$ cat config.mk
export PLATFORM = sky130hd
export DESIGN_NAME = utf8_sequence_sanitizer_core
export DESIGN_NICKNAME = d
export VERILOG_FILES = /design/src/rtl/usan_pkg.sv /design/src/rtl/usan_decode.sv /design/src/rtl/usan_emit.sv /design/src/rtl/utf8_sequence_sanitizer_core.sv
export SDC_FILE = /design/constraint.sdc
export NUM_CORES = 1
export LEC_CHECK = 0
export ABC_AREA = 1
export BUFFER_PORTS_ARGS = -buffer_cell sky130_fd_sc_hd__buf_2
export CAP_MARGIN = 15
export CELL_PAD_IN_SITES_DETAIL_PLACEMENT = 1
export CELL_PAD_IN_SITES_GLOBAL_PLACEMENT = 1
export CORE_UTILIZATION = 50
export CTS_CLUSTER_DIAMETER = 50
export DETAILED_ROUTE_END_ITERATION = 12
export HOLD_SLACK_MARGIN = 0.12
export PLACE_DENSITY = 0.95
export SLEW_MARGIN = 20
export SYNTH_ARGS = -nofsm -noshare
export SYNTH_HDL_FRONTEND = slang
export SYNTH_HIERARCHICAL = 1
export SYNTH_SLANG_ARGS = --single-unit
$ cat constraint.sdc
create_clock -name clk -period 7.9 [get_ports clk]
set_clock_uncertainty 0.15 [all_clocks]
set_input_delay 0.79 -clock clk [delete_from_list [all_inputs] [get_ports clk]]
set_output_delay 0.79 -clock clk [all_outputs]
set_load 0.02 [all_outputs]
$ cat src/rtl/usan_pkg.sv
package usan_pkg;

  localparam int ByteWidth  = 8;
  localparam int MaxResults = 4;
  localparam int HeldDepth  = 3;
  localparam int CountWidth = $clog2(MaxResults + 1);

  localparam logic [7:0] ContMask  = 8'hC0;
  localparam logic [7:0] ContBits  = 8'h80;
  localparam logic [7:0] AsciiTop  = 8'h80;
  localparam logic [2:0] Lead2Tag  = 3'd6;
  localparam logic [3:0] Lead3Tag  = 4'd14;
  localparam logic [4:0] Lead4Tag  = 5'd30;

  localparam logic [2:0] LenNone = 3'd0;
  localparam logic [2:0] LenOne  = 3'd1;
  localparam logic [2:0] LenTwo  = 3'd2;
  localparam logic [2:0] LenThree = 3'd3;
  localparam logic [2:0] LenFour = 3'd4;

  typedef logic [ByteWidth-1:0] byte_t;

  typedef struct packed {
    logic [HeldDepth-1:0][ByteWidth-1:0]  held;
    logic [2:0]                           exp_len;
    logic [1:0]                           held_cnt;
  } seq_state_t;

  typedef struct packed {
    logic [MaxResults-1:0][ByteWidth-1:0] bytes;
    logic [CountWidth-1:0]                count;
    logic                                 has_byte;
    logic                                 stream_end;
  } burst_t;

  function automatic logic [2:0] lead_length(input byte_t b);
    logic [2:0] len;
    begin
      len = LenNone;
      priority if (b < AsciiTop) begin
        len = LenOne;
      end else if (b[7:5] == Lead2Tag) begin
        len = LenTwo;
      end else if (b[7:4] == Lead3Tag) begin
        len = LenThree;
      end else if (b[7:3] == Lead4Tag) begin
        len = LenFour;
      end else begin
        len = LenNone;
      end
      return len;
    end
  endfunction

endpackage

$ cat src/rtl/usan_decode.sv
module usan_decode (
  input  logic            clk,
  input  logic            rst,
  input  logic            take,
  input  usan_pkg::byte_t in_byte,
  input  logic            in_last,
  output usan_pkg::burst_t burst
);
  import usan_pkg::*;

  seq_state_t st;
  seq_state_t st_next;
  logic       is_cont;
  logic [2:0] len;

  always_comb begin
    st_next = st;
    burst.bytes = {MaxResults{in_byte}};
    burst.count = '0;
    burst.has_byte = 1'b1;
    burst.stream_end = in_last;
    is_cont = (in_byte & ContMask) == ContBits;
    len = lead_length(in_byte);
    if (st.exp_len != LenNone && is_cont) begin
      if ({1'b0, st.held_cnt} + 3'd1 >= st.exp_len) begin
        for (int i = 0; i < HeldDepth; i++) begin
          burst.bytes[i] = (2'(i) < st.held_cnt) ? st.held[i] : in_byte;
        end
        burst.count = CountWidth'({1'b0, st.held_cnt} + 3'd1);
        st_next.exp_len = LenNone;
        st_next.held_cnt = '0;
      end else if (st.held_cnt < 2'(HeldDepth)) begin
        st_next.held[st.held_cnt] = in_byte;
        st_next.held_cnt = st.held_cnt + 2'd1;
      end else begin
        st_next.exp_len = LenNone;
        st_next.held_cnt = '0;
      end
    end else begin
      // broken sequence or no sequence pending: judge as a lead
      st_next.exp_len = LenNone;
      st_next.held_cnt = '0;
      if (len == LenOne) begin
        burst.count = CountWidth'(1);
      end else if (len != LenNone) begin
        st_next.held[0] = in_byte;
        st_next.held_cnt = 2'd1;
        st_next.exp_len = len;
      end
    end
    if (in_last) begin
      st_next.exp_len = LenNone;
      st_next.held_cnt = '0;
      if (burst.count == '0) begin
        burst.count = CountWidth'(1);
        burst.has_byte = 1'b0;
        burst.bytes[0] = '0;
      end
    end
  end

  always_ff @(posedge clk) begin
    if (rst) begin
      st.exp_len <= LenNone;
      st.held_cnt <= '0;
    end else if (take) begin
      st <= st_next;
    end
  end

`ifndef NO_ASSERTIONS
  a_idle_empty: assert property (@(posedge clk) disable iff (rst)
    st.exp_len == LenNone |-> st.held_cnt == '0)
    else $error("held bytes with no sequence pending");

  a_pending_bounds: assert property (@(posedge clk) disable iff (rst)
    st.exp_len != LenNone |-> st.held_cnt != '0 && {1'b0, st.held_cnt} < st.exp_len)
    else $error("pending sequence count out of range");

  a_end_clears: assert property (@(posedge clk) disable iff (rst)
    take && in_last |=> st.exp_len == LenNone)
    else $error("sequence still pending after end of stream");
`endif

endmodule

$ cat src/rtl/usan_emit.sv
module usan_emit (
  input  logic             clk,
  input  logic             rst,
  input  logic             load,
  input  usan_pkg::burst_t burst,
  output logic             can_load,
  output logic             m_tvalid,
  input  logic             m_tready,
  output logic [7:0]       m_tdata,   // out_byte
  output logic             m_tlast,   // run_last
  output logic [1:0]       m_tuser    // has_byte, stream_end
);
  import usan_pkg::*;

  logic [MaxResults-1:0][ByteWidth-1:0] buf_bytes;
  logic [CountWidth-1:0]                remaining;
  logic                                 has_byte;
  logic                                 send_end;
  logic                                 fire;
  logic                                 on_last;

  assign on_last  = remaining == CountWidth'(1);
  assign fire     = m_tvalid && m_tready;
  assign can_load = (remaining == '0) || (on_last && m_tready);
  assign m_tvalid = remaining != '0;
  assign m_tdata  = buf_bytes[0];
  assign m_tlast  = on_last;
  assign m_tuser  = {send_end && on_last, has_byte};

  always_ff @(posedge clk) begin
    if (rst) begin
      remaining <= '0;
    end else if (load) begin
      remaining <= burst.count;
    end else if (fire) begin
      remaining <= remaining - CountWidth'(1);
    end
  end

  always_ff @(posedge clk) begin
    if (load) begin
      buf_bytes <= burst.bytes;
      has_byte <= burst.has_byte;
      send_end <= burst.stream_end;
    end else if (fire) begin
      for (int i = 0; i < MaxResults - 1; i++) begin
        buf_bytes[i] <= buf_bytes[i+1];
      end
    end
  end

`ifndef NO_ASSERTIONS
  a_count_bound: assert property (@(posedge clk) disable iff (rst)
    remaining <= CountWidth'(MaxResults))
    else $error("result count above burst size");

  a_marker_alone: assert property (@(posedge clk) disable iff (rst)
    m_tvalid && !m_tuser[0] |-> m_tlast && m_tuser[1])
    else $error("end marker not a lone final result");

  a_load_shows: assert property (@(posedge clk) disable iff (rst)
    load && burst.count != '0 |=> m_tvalid)
    else $error("loaded burst not presented");
`endif

endmodule

$ cat src/rtl/utf8_sequence_sanitizer_core.sv
// an accepted byte waits in an input register, then its results in the result register
// throughput: one input byte per cycle while m_tready is high and each byte
// yields at most one result; a byte that completes an n-byte sequence loads n results,
// which back-pressures the input until the last of them is sent
// reset clears the input and result valid state and the pending sequence
module utf8_sequence_sanitizer_core (
  input  logic       clk,
  input  logic       rst,
  input  logic       s_tvalid,
  output logic       s_tready,
  input  logic [7:0] s_tdata,   // in_byte
  input  logic       s_tlast,   // end_of_text
  output logic       m_tvalid,
  input  logic       m_tready,
  output logic [7:0] m_tdata,   // out_byte
  output logic       m_tlast,   // run_last
  output logic [1:0] m_tuser    // has_byte, stream_end
);
  import usan_pkg::*;

  logic   in_valid;
  byte_t  in_byte;
  logic   in_last;
  logic   can_load;
  logic   take;
  burst_t burst;

  assign take     = in_valid && can_load;
  assign s_tready = !in_valid || take;

  always_ff @(posedge clk) begin
    if (rst) begin
      in_valid <= 1'b0;
    end else if (s_tvalid && s_tready) begin
      in_valid <= 1'b1;
    end else if (take) begin
      in_valid <= 1'b0;
    end
  end

  always_ff @(posedge clk) begin
    if (s_tvalid && s_tready) begin
      in_byte <= s_tdata;
      in_last <= s_tlast;
    end
  end

  usan_decode u_decode (
    .clk     (clk),
    .rst     (rst),
    .take    (take),
    .in_byte (in_byte),
    .in_last (in_last),
    .burst   (burst)
  );

  usan_emit u_emit (
    .clk      (clk),
    .rst      (rst),
    .load     (take),
    .burst    (burst),
    .can_load (can_load),
    .m_tvalid (m_tvalid),
    .m_tready (m_tready),
    .m_tdata  (m_tdata),
    .m_tlast  (m_tlast),
    .m_tuser  (m_tuser)
  );

endmodule
Word level (Yosys, flattened, before mapping) --
Cells that the tools add are included.
Word-level totals: register bits after elaboration 76, latch bits 0, RAM bits 0, memory bits (read-only) 0, input port bits 13, logic and storage cells 90, memories kept 0
Cells by class: add/sub/neg operators 3, multipliers 0, div/mod/pow operators 0, magnitude comparators 8, equal/unequal tests 10, shift-type cells 0, multiplexer cells 31, bitwise operators 2, reduce and logical (&&, ||, !) cells 21
Operator list (number):
- two-way mux 24 bit | 3
- two-way mux 8 bit | 6
- two-way mux 13 bit | 3
- two-way mux 27 bit | 1
- bitwise mux 24 bit | 1
- two-way mux 12 bit | 2
- two-way mux 3 bit | 8
- demux 8 bit (select 2 bit) | 1
- two-way mux 5 bit | 2
- nonzero test 3 bit | 3
- < comparator 8 bit (second input constant) | 1
- logical AND 1 bit | 7
- == test 3 x 1 -> 1 bit (second input constant) | 2
- logical NOT 3 bit | 2
- AND reduction 6 bit | 1
- nonzero test 2 bit | 3
- == test 5 bit (second input constant) | 1
- AND reduction 5 bit | 1
- == test 4 bit (second input constant) | 1
- < comparator 1 x 2 -> 1 bit (first input constant) | 2
- inequality test 2 bit (second input constant) | 2
- inequality test 4 bit (second input constant) | 1
- adder 2 x 1 -> 3 bit (second input constant) | 1
- == test 3 bit (second input constant) | 1
- other kinds (15) | 19

Depth between registers and ports, before layout --
Gate-level depths: netlist (run 1).
depth after elaboration 12, mapped depth 15

Modules after synthesis --
Netlist (run 1), hierarchy kept.
By module, submodules not included:
- usan_decode | times used 1, cells an instance 230, area an instance 1863.0 um^2
- usan_emit | times used 1, cells an instance 158, area an instance 1656.6 um^2
- utf8_sequence_sanitizer_core | times used 1, cells an instance 17, area an instance 325.3 um^2

Worst setup path after synthesis (run 1) --
OpenSTA, ideal clock, no wires.
path type register to register, start point reg u_emit.remaining[1], end point reg u_decode/st[10] in the netlist's numbering, enable pin, arrival 2031 ps, required time 7375 ps, setup slack 5343 ps, stages on the path, launching flop included 11, path buffers 0, period minus slack after synthesis 2557 ps, cells stage by stage dfxtp_1 > inv_1 > ha_1 > inv_1 > nor2_1 > nand2_1 > nand2_1 > nand2_1 > inv_1 > nand4_1 > a21oi_1
On the way: longest elaborated chain between the ends 5
Ends and longest elaborated chain:
- start, declared | RTL line usan_emit.sv:16 | logic [CountWidth-1:0] remaining;
- start signal, assigned | RTL line usan_emit.sv:34 | remaining <= burst.count;
- start signal, assigned | RTL line usan_emit.sv:36 | remaining <= remaining - CountWidth'(1);
- == test 3 x 1 -> 1 bit | RTL line usan_emit.sv:22 | assign on_last = remaining == CountWidth'(1);
- net m_tlast | RTL line utf8_sequence_sanitizer_core.sv:16 | output logic m_tlast,
- logical AND 1 bit | RTL line usan_emit.sv:24 | assign can_load = (remaining == '0) || (on_last && m_tready);
- logical OR 1 bit | RTL line usan_emit.sv:24
- net can_load | RTL line utf8_sequence_sanitizer_core.sv:24 | logic can_load;
- logical AND 1 bit | RTL line utf8_sequence_sanitizer_core.sv:28 | assign take = in_valid && can_load;
- net take | RTL line utf8_sequence_sanitizer_core.sv:25 | logic take;
- AND reduction 6 bit (no source line)
- end signal, assigned | RTL line usan_decode.sv:67 | st <= st_next;
- end, declared | RTL line usan_decode.sv:11 | seq_state_t st;
The timed path passes the listed nets, and every way through them passes these cells. A chain may end at the register's enable or synchronous reset.

==> results of run 1 <==
Yosys cell counts (all sizes together):
library cell and instances:
nand2 153, edfxtp 67, inv 40, o21ai 38, buf 28, nor2 23
a21oi 13, ha 11, dfxtp 9, nand3 9, nand4 3, nor3 3
a21boi 1, and3 1, clkbuf 1, nand3b 1, o211ai 1, o21a 1
o21bai 1, o22ai 1
layout by cell type (no fill, tap or decap), types with 2 or more instances in the layout:
master,instances
buf_2,25
nor3_1,3
clkbuf_8,9
inv_1,38
nand2_4,4
clkbuf_1,4
clkinv_2,2
nand4_1,3
a21oi_1,11
inv_2,2
nand3_1,8
o21ai_1,5
o21ai_0,32
dfxtp_1,9
edfxtp_1,67
nor2_1,20
nor2_4,2
ha_1,11
nand2_1,147
nand2_2,2
sequential cells by signal, indices dropped and copies added (netlist names):
| name | count |
|---|---|
| u_emit/has_byte | 1 |
| u_emit/send_end | 1 |
| u_emit/buf_bytes | 24 |
| u_emit/m_tdata | 8 |
| in_last | 1 |
| u_decode/st | 29 |
| in_valid | 1 |
| in_byte | 8 |
| u_emit/remaining | 3 |
worst max path at each step:
stage,depth (start not counted),end
4_1_cts,13,u_emit/m_tdata[0]
6_report,13,u_emit/m_tdata[0]
3_3_place_gp,8,u_emit/buf_bytes[17]
3_5_place_dp,8,u_emit/m_tdata[3]
2_1_floorplan,10,u_decode/st[10]
5_1_grt,13,u_emit/m_tdata[0]
power by group:
group          internal (W)  switching (W)  total [W]
Clock              0.000113       0.000133   0.000246
Sequential         0.000557      0.0000328   0.000590
Combinational     0.0000974       0.000253   0.000350
metrics by stage:
| stage | std cells | instance area (um^2) | power, W | hold slack (ps) | utilization [%] |
|---|---|---|---|---|---|
| 4_1_cts | 517 | 4020 | 0.00119 | 334 | 54.9 |
| 3_3_place_gp | 501 | 3870 | 0.000914 | 302 | 52.8 |
| 3_5_place_dp | 501 | 3870 | 0.000948 | 323 | 52.8 |
| 2_1_floorplan | 405 | 3840 | 0.000881 | 285 | - |
| 6_report | 517 | 4020 | 0.00119 | 327 | 54.9 |
| 5_1_grt | 517 | 4020 | 0.00126 | 364 | 54.9 |
area by class of cell:
class	count	area (um^2)	area share, %
flip-flops and latches	76	2190	54.5
multi-input cells	260	1270	31.6
inverters	40	150	3.73
clock buffers	13	139	3.45
repair buffers	26	133	3.30
well taps	99	124	3.08
clock inverters	3	13.8	0.342
kinds of logic (layout without fill, tap and decap cells):
family          count (synthesis)  after routing  synth area share [%]
compound gates                 56             56                  8.07
flops                          76             76                  57.0
buf+inv                        69             82                  9.89
simple gates                  193            193                  21.4
fa+ha+maj                      11             11                  3.58
worst min-delay path, delay by kind of cell, from the launching register on:
kind	cells	cell delay [ps]
and+or+nand+nor	1	60
DFF	1	310
AOI/OAI and AO/OA	1	60
routing by layer:
metal | GRT usage [%] | routed length [um]
met3 | 3.56 | 194
met2 | 38.5 | 4310
met1 | 30.2 | 3820
met5 | 0 | 0
met4 | 11.3 | 206
==> summary.txt, run 1 <==
Outcome
  – Status: completed

STA
  – Relative slew slack: between 30% and 40%
  – Final Hold Fails: 0
  – Slew @ Worst Pin: 1000 ps
  – Final slew viol count: 0
  – Setup TNS: 0 ps
  – Tmin final: approximately 3000 ps
  – Period utilization: around two fifths
  – Unrepaired setup endpoints after global routing: false
  – Setup violators final: 0
  – Max Clk Rate: 325 MHz
  – Setup ws final: a little under 5000 ps

Final layout
  – ANT cells: 0
  – Fill cell count: between 800 and 900
  – Share of cells above drive strength 1: 12.9%
  – Layout Nets: 437
  – Area grow syn2layout: 4.65%

Floorplan
  – Top Ports: 26
  – Die area: between 8000 and 9000 um^2
  – Die Wd: between 80 and 90 um
  – Rows: 31
  – Core area: between 7000 and 8000 um^2
  – Initial Util: 52.4%
  – Die height: 89.7 um

Place
  – Place WS: 4760 ps
  – DP Wirelength: between 6000 and 7000 um
  – RePlAce Congestion: 0.821
  – Port Buffers: 25

Critical path
  – CP Buf/Inv Count: 2
  – Slowest stage delay, CP: a little under 500 ps
  – Worst Setup End Kind: flop
  – Worst reg2reg setup slack: 4830 ps
  – Worst r2r path cells: 13
  – Worst Setup Path Type: flop to flop
  – Worst setup SP type: flop
  – CP most frequent cell: nand2_1
  – Critical path's slowest cell: dfxtp_1
  – R2R Path End: u_emit/m_tdata[0]
  – Crit path DAT: 3020 ps
  – Critical Path RT: between 7000 and 8000 ps
  – Worst Setup SP: u_decode/st[0]
  – CP max FO: 18
  – Crit-path cells: inv_1 > ha_1 > ha_1 > nand2_1 > inv_1 > nand2_1 > nand2_1 > nand2_4 > o21ai_2 > nor2_2 > nor2_1 > nand2_1 > nand2_1
  – CP delay by family, top: simple AND/OR/NAND/NOR gates
  – Reg-to-reg critical path startpoint: u_decode/st[0]

Hold path
  – HP Class: flop to flop
  – Worst Hold Endpoint: u_decode/st[4]
  – Launch point of the worst hold path: u_decode/st[4]
  – Hold path cells: 2

Global routing
  – Overflow after GRT: 0
  – First-pass GRT wire length: 13,700 um
  – Total track usage: a little under a quarter
  – Initial antenna violation count: 0
  – Vias in the first global route: 2,790
  – Pin count of the biggest net entering global routing: 44

Logic synthesis
  – #FFs+latches synth: 76
  – Ys Warns: 6
  – Syn Inst Count: 405
  – Syn nets: about 430
  – Post-synth top area cell: edfxtp_1
  – Netlist Area Pre-Place: around 3800 um^2
  – Top-area cell type share of the netlist area: a little over half
  – Sequential fraction of the synthesis area: 57.0%
  – Synth unique cells: 32
  – Syn Area/Cell: 9.49 um^2
  – Top post-synthesis cells by area: edfxtp_1, nand2_1, dfxtp_1

Detailed routing
  – Number of vias per cell: 5.19
  – Routed wire per std cell: 16.5 um
  – Drt total wl: 8540 um
  – Pre-antenna DRT Iters: 4
  – Vias: roughly 2,700
  – DR iter-0 viols: approximately 150
  – Post-route ant nets: 0
  – Post-route DRC: 0

Run
  – MaxCap Viol Count: 0

Clock network
  – CTS resizes: 0
  – CTS Hold Bufs: 0
  – Root Buffer: clkbuf_8
  – Worst-Skew Late Latency: approximately 340 ps
  – Max Root-Sink Buffers: 2
  – Clock sink count: 76
  – Postcts setup bufs: 0
  – Num CTS Buffers: 9
  – Clk pin slew, worst setup/hold paths: 80 ps
  – CTS H-tree lvls: 3
  – CTS tree: built

Pwr
  – Worst vdd ir: 0.106 mV
  – Leak pwr: 1.67 nW
  – Power Density: 295 nW/um^2
No activity file was read; power rests on OpenSTA's default activity.
==> inputs of run 2 (changes only) <==
--- a/config.mk
+++ b/config.mk
@@ -10,11 +10,11 @@
 export CAP_MARGIN = 15
 export CELL_PAD_IN_SITES_DETAIL_PLACEMENT = 1
 export CELL_PAD_IN_SITES_GLOBAL_PLACEMENT = 1
-export CORE_UTILIZATION = 50
+export CORE_UTILIZATION = 42
 export CTS_CLUSTER_DIAMETER = 50
 export DETAILED_ROUTE_END_ITERATION = 12
 export HOLD_SLACK_MARGIN = 0.12
-export PLACE_DENSITY = 0.95
+export PLACE_DENSITY = 0.86
 export SLEW_MARGIN = 20
 export SYNTH_ARGS = -nofsm -noshare
 export SYNTH_HDL_FRONTEND = slang
==> constraint.sdc (replaced) <==
create_clock -name clk -period 2.8 [get_ports clk]
set_clock_uncertainty 0.15 [all_clocks]
set_input_delay 0.28 -clock clk [delete_from_list [all_inputs] [get_ports clk]]
set_output_delay 0.28 -clock clk [all_outputs]
set_load 0.02 [all_outputs]
==> run 2 against run 1 <==
Effect of this change:
- the flow now finishes with violations (DRC)
- via count grew 6.2%
- first-iteration DRC count grew 16%
- worst hold slack lost 180 ps
- cell area grew 7.4%
- cell count grew 6.8%
- combinational power grew to 3.0 times the previous value
- critical path type unchanged
- sequential power grew to 2.8 times the previous value
- global-route usage shrank 2.8 points
- non-clock buffer count grew 26
==> summary.txt, run 2 (synthesized netlist as in run 1, its figures left out) <==
Global routing
  – Pin count of the biggest net entering global routing: 43
  – Total track usage: ~21%
  – Initial antenna violation count: 0
  – Met2 usage: 35.1%
  – First-pass GRT wire length: 15,000 um
  – GRT Max-Usage Layer: met2
  – Vias in the first global route: just under 3,000
  – GRT met1 Usage: 26.0%
  – M3 GR Usage: 2.88%
  – Overflow after GRT: 0

Critical path
  – Slowest stage delay, CP: 720 ps
  – CP max FO: 8
  – Crit-path cells: inv_1 > ha_1 > ha_1 > nand2_1 > inv_1 > nand2_1 > nand3_1 > a21oi_1
  – Worst setup SP type: flop
  – Worst Setup Path Type: flop to flop
  – CP Buf/Inv Count: 2
  – Crit path DAT: 2430 ps
  – Worst Setup End Kind: flop
  – Critical path's slowest cell: a21oi_1
  – CP delay by family, top: compound AO/OA/AOI/OAI gates
  – Critical Path RT: 2630 ps

Final layout
  – Share of cells above drive strength 1: 16.2%
  – Top Registers: u_decode/st (29), u_emit/buf_bytes (24)
  – Fill cell count: 1,034
  – Area grow syn2layout: 12.4%
  – Register with the most flip-flops: u_decode/st
  – Layout Nets: between 400 and 500
  – ANT cells: 0
  – Most frequent cells in the layout: nand2_1, edfxtp_1, inv_1, o21ai_0, buf_2
  – Commonest non-fill, non-tap cell in the layout: nand2_1
  – Post-route cell area: 4320 um^2
  – Max FFs per register: 29

Place
  – RePlAce Congestion: 0.873
  – Port Buffers: 25
  – DP Wirelength: 6100 um
  – Cell Area, Placed: 3960 um^2

STA
  – Hold WS: ~150 ps
  – Final Hold Fails: 0
  – Final slew viol count: 0
  – Period utilization: 92.9%
  – Tmin final: 2600 ps
  – Setup violators final: 0
  – Setup TNS: 0 ps
  – Max Clk Rate: 385 MHz
  – Slew @ Worst Pin: 872 ps
  – Unrepaired setup endpoints after global routing: false
  – Relative slew slack: between 40% and 50%

Run
  – MaxCap Viol Count: 0

Detailed routing
  – Drt total wl: 9280 um
  – Post-route DRC: 4
  – Post-route ant nets: 0
  – Vias: about 2,800
  – Number of vias per cell: 5.16
  – Routed wire per std cell: ~17 um
  – DR iter-0 viols: 171
  – Pre-antenna DRT Iters: 8

Clock network
  – CTS tree: built
  – Clock sink count: 76
  – Num CTS Buffers: 9
  – Max Root-Sink Buffers: 2
  – Worst-Skew Late Latency: between 300 and 400 ps
  – Root Buffer: clkbuf_8
  – Clk pin slew, worst setup/hold paths: 80 ps
  – CTS H-tree lvls: 3

Floorplan
  – Die height: 97.7 um
  – Die area: 9540 um^2
  – Die Wd: 97.7 um
  – Initial Util: 43.7%
  – Core area: roughly 8800 um^2
  – Rows: 34
  – Top Ports: 26

Hold path
  – HP Class: primary input to flop

Outcome
  – Failing checks: DRC
  – Status: finished, violations left

Pwr
  – Power Density: around 800 nW/um^2
  – Leak pwr: 1.79 nW
  – Worst vdd ir: 0.291 mV
[run 2: what timing repair did]
| item | CTS | global route |
|---|---|---|
| endpoints found under the setup margin | 0 | 60 |
| resized for setup | 0 | 3 |
| hold buffers | 12 | 0 |
| endpoints found under the hold margin | 17 | 0 |
| buffers inserted | 0 | 4 |
[run 2: routing by layer]
| metal | routed length, um | vias up | share of wire (%) |
|---|---|---|---|
| met5 | 0 | - | 0 |
| met4 | 120 | 0 | 1.3 |
| met3 | 340 | 9 | 3.7 |
| met2 | 4740 | 73 | 51 |
| met1 | 4080 | 1387 | 44 |
| li1 | - | 1378 | - |
[run 2: path summary, 6_finish.rpt]
check                      start                   to  slack [ps]  depth (start not counted)
hold / removal          m_tready  u_emit/remaining[2]         150                          4
setup reg to reg  u_decode/st[0]       u_decode/st[7]         200                          8
setup / recovery  u_decode/st[0]       u_decode/st[7]         200                          8
hold reg to reg   u_decode/st[4]       u_decode/st[4]         320                          2
[run 2: report_power, final]
group	leakage [nW]	total, W	switching [W]	internal, W
sequential	0.701	0.00166	0.0000889	0.00157
clock	0.0862	0.000830	0.000420	0.000410
combinational	1.01	0.00106	0.000752	0.000311
total	1.79	0.00355	0.00126	0.00229
[run 2: cell type report]
cell class                 instances  area (um^2)  share of cell area (%)
sequential                        76         2190                    50.7
timing repair buffer              52          374                    8.65
clock inverter                     6         65.1                    1.51
tap                              108          135                    3.13
multi-input combinational        260         1280                    29.6
clock buffer                      10          128                    2.95
inverter                          40          150                    3.47
[run 2: metrics by stage]
step	worst slack (ps)	instances	power, W	util (%)
finish	200	552	0.00355	49.1
global route	5.75	552	0.00374	49.1
CTS	56.2	548	0.00355	48.5
detailed placement	70.4	520	0.00270	44.9
global placement	225	520	0.00263	44.9
floorplan	243	405	0.00249	-
[run 2: tightest hold or removal path: stages]
cell	delay [ps]
buf_2	110
nand2_4	80
nand3_1	70
a21oi_1	70
